[src/design/chs_isqrt.sv]
// Pipelined floor square root, one result bit per stage (restoring).
// No dependencies; the stages advance only on enabled cycles.
module chs_isqrt #(
    parameter int IW = 62
) (
    input  logic            i_clk,
    input  logic            i_en,
    input  logic [IW-1:0]   i_x,
    output logic [IW/2-1:0] o_root
);
    localparam int OW = IW / 2;

    logic [OW+1:0] r_rem  [OW];
    logic [OW-1:0] r_root [OW];
    logic [IW-1:0] r_x    [OW];

    for (genvar s = 0; s < OW; s++) begin : g_stage
        logic [OW+1:0] rem_prev;
        logic [OW-1:0] root_prev;
        logic [IW-1:0] x_prev;
        logic [OW+1:0] rem_sh;
        logic [OW+1:0] trial;
        logic          ge;

        if (s == 0) begin : g_first
            assign rem_prev  = '0;
            assign root_prev = '0;
            assign x_prev    = i_x;
        end else begin : g_next
            assign rem_prev  = r_rem[s-1];
            assign root_prev = r_root[s-1];
            assign x_prev    = r_x[s-1];
        end

        // remainder stays below 2^OW until the last step
        assign rem_sh = {rem_prev[OW-1:0], x_prev[IW-1:IW-2]};
        assign trial  = {root_prev, 2'b01};
        assign ge     = rem_sh >= trial;

        always_ff @(posedge i_clk) begin
            if (i_en) begin
                r_rem[s]  <= ge ? rem_sh - trial : rem_sh;
                r_root[s] <= {root_prev[OW-2:0], ge};
                r_x[s]    <= {x_prev[IW-3:0], 2'b00};
            end
        end
    end

    assign o_root = r_root[OW-1];
endmodule

[config.mk]
export PLATFORM = sky130hd
export DESIGN_NAME = chs_isqrt
export DESIGN_NICKNAME = d
export VERILOG_FILES = /design/src/design/chs_isqrt.sv
export SDC_FILE = /design/constraint.sdc
export NUM_CORES = 2
export LEC_CHECK = 0
export BUFFER_PORTS_ARGS = -buffer_cell sky130_fd_sc_hd__buf_2
export CORE_MARGIN = 2
export CORE_UTILIZATION = 40
export DETAILED_ROUTE_END_ITERATION = 10
export PLACE_DENSITY_LB_ADDON = 0.3
export REMOVE_ABC_BUFFERS = 1
export SLEW_MARGIN = 20
export SYNTH_ARGS = -nofsm -noshare
export SYNTH_HDL_FRONTEND = slang
export SYNTH_SLANG_ARGS = --single-unit
[constraint.sdc]
create_clock -name i_clk -period 4.2 [get_ports i_clk]
set_input_delay 0.21 -clock i_clk [delete_from_list [all_inputs] [get_ports i_clk]]
set_output_delay 0.21 -clock i_clk [all_outputs]
set_load 0.02 [all_outputs]
==> summary.txt <==
die height: 520 um
H-tree lvl count: 5
Fin Clk Skew: 75.2 ps
Tmin final: 3990 ps
hold endpoint: r_x[0][14]
top cells by count, synth: edfxtp_1 (2313), nand2_1 (693), inv_1 (657)
area leader, netlist: edfxtp_1
slew margin rel.: 0.341
Post-Syn Area: 107000 sq um
# IOs: 95
Nets: 9157
core footprint: 265000 sq um
CTS tree: done
clk_lat worst skew: 850 ps
worst-margin pin slew: 981 ps
Critical Path Start Type: flip-flop
DR iter-0 viols: 4436
gr ovfl total: 0
synthesized area per cell: 13.0 sq um
Synth async-reset ratio: 0
path depth of the worst reg2reg path: 10
Synthesis Warnings: 0
leakage power: 46.2 nW
Max-Cap Viols: 0
fmax: 251 MHz
Non-Filler Instances: 12297
drt first pass iters: 8
gr usage total: 0.160
CP Capture Type: flip-flop
placed cell count: 11763
Synth area leaders: edfxtp_1 (65%), ha_1 (6.2%), xor2_1 (3.0%), xnor2_1 (3.0%), o21ai_0 (2.5%)
crit-path max FO: 8
layout cells sized above 1: 0.0825
Worst EP required: 4770 ps
DRC: 7
top-count cell post-synth: edfxtp_1
total CTS buffers: 269
initial antenna violation count: 2
Buf/Inv on CP: 0
slowest stage delay, CP: 560 ps
drt via density: 5.16
final WL: 220000 um
Pwr per Cell Area: 555 nW/um^2
Post-CTS Setup Repair Bufs: 0
Worst Hold Class: in2reg
die area: 271000 sq um
ys flop type: edfxtp_1
Max stage delay cell, worst path: or4_1
Post-synth EDFFs: 2313
Clock Pin Slew Worst Setup and Hold Paths: 60 ps
RSZ-0062 raised after global routing: no
failing checks: design-rule violations
CTS Hold Buffers Added: 64
Site Rows: 189
worst hold margin: 76.2 ps
RePlAce Congestion: 0.886
Die Width: 520 um
final core occ: 0.458
Setup-failing EPs final: 0
Worst R2R Start: r_rem[1][49]
Sink Count: 2313
clk buf depth: 4
critical path type: reg2reg
via count: 63404
flops & latches, synth: 2313
Placed Area: 112000 sq um
dpl hpwl: 158000 um
Final Slew Violations: 0
vias in the first global route: 63616
RR Endpoint: r_rem[2][24]
period utilization: 0.949
top cell type's share of synthesized area: 0.652
Worst Hold Depth: 2
Worst EP arrival: 4560 ps
family with the most delay on the worst path: simple AND/OR/NAND/NOR gates
initial core utilization: 0.402
post-cts resize count: 0
Worst Hold Launch: i_x[14]
first-pass GRT wire length: 347000 um
Finished Cell Area: 121000 sq um
WL/cell: 17.9 um
Peak VDD IR: 0.319 mV
register area share after synthesis: 0.652
antenna-violating nets left: 0
Synth cell types: 87
Cells after Synth: 8176
pin count of the biggest net entering global routing: 129
reg-to-reg slack, setup: 210 ps
Fin. Hold Viols: 0
status: finished with violations
cell chain of the critical path: or4_1 -> or3_1 -> or4_1 -> or3_1 -> or4_4 -> nor4_4 -> a211o_2 -> or2_1 -> nor3_1 -> xor2_1
I/O Buffers: 94
synth-to-layout area growth: 14.0%
clk root buf: clkbuf_16
## logic make-up after synthesis
logic type,synth area share
mux,0.00644
buf+inv,0.0288
other cells,0.0000352
simple gates,0.0965
compound gates,0.0943
xor+xnor,0.0601
flops,0.652
fa+ha+maj,0.0620
## layout make-up
| type | count | area (sq um) |
|---|---|---|
| diodes | 5 | 12.5 |
| inverters | 657 | 2470 |
| fillers | 23487 | 144000 |
| multi-input cells | 5048 | 34100 |
| clock buffers | 330 | 7090 |
| well taps | 3533 | 4420 |
| repair buffers | 276 | 2350 |
| clock inverters | 135 | 1570 |
| flip-flops and latches | 2313 | 69500 |
## per-stage QoR
| step | total power [mW] | setup slack (ps) | setup TNS [ps] |
|---|---|---|---|
| finish | 67.4 | 213 | 0 |
| global route | 71.0 | 27.9 | 0 |
| CTS | 68.3 | 242 | 0 |
| detailed placement | 44.9 | 270 | 0 |
| global placement | 44.6 | 255 | 0 |
| floorplan | 40.3 | -1980 | -101400 |
## how the worst max path moves through the flow
stage | start | endpoint | slack [ps] | depth (start not counted)
3_5_place_dp | r_rem[1][49] | r_rem[2][9] | 270 | 11
5_1_grt | r_rem[1][50] | r_rem[2][18] | 30 | 10
3_3_place_gp | r_rem[1][51] | r_rem[2][9] | 260 | 11
6_report | r_rem[1][49] | r_rem[2][24] | 210 | 10
2_1_floorplan | r_rem[14][1] | r_rem[14][49] | -1980 | 10
4_1_cts | r_rem[1][49] | r_rem[2][22] | 240 | 10
## routing by layer
layer	up-vias	global-route usage	wire (um)
li1	30959	-	-
met1	30618	0.194	91300
met2	1348	0.286	112000
met3	479	0.0249	8920
met4	0	0.0580	7910
met5	-	0	0
## where the power goes
group	total (mW)	switching, mW	internal, mW
Combinational	13.2	7.65	5.53
Sequential	31.2	1.98	29.3
Clock	23.0	9.13	13.9
## layout by cell type, fill, tap and decap left out, types with 41 or more instances in the layout
cell type         n
edfxtp_1       2313
nand2_1         693
inv_1           657
ha_1            528
o21ai_0         527
a21oi_1         410
nor2_1          407
xor2_1          366
xnor2_1         365
clkbuf_16       275
a21o_1          220
nor3_1          169
nand3_1         134
nand2b_1        106
nor4_1          105
nand4_1          94
buf_2            93
buf_4            91
o21a_1           77
or3_1            65
o31ai_1          64
dlygate4sd3_1    64
and3_1           63
nor2b_1          57
clkbuf_1         55
mux2_2           52
a31oi_1          44
clkinv_1         41
## registers in the layout, summed over array words and instances, names as in the netlist
signal,flops
r_rem,887
r_root,496
r_x,930
No activity file was read; power rests on OpenSTA's default activity.
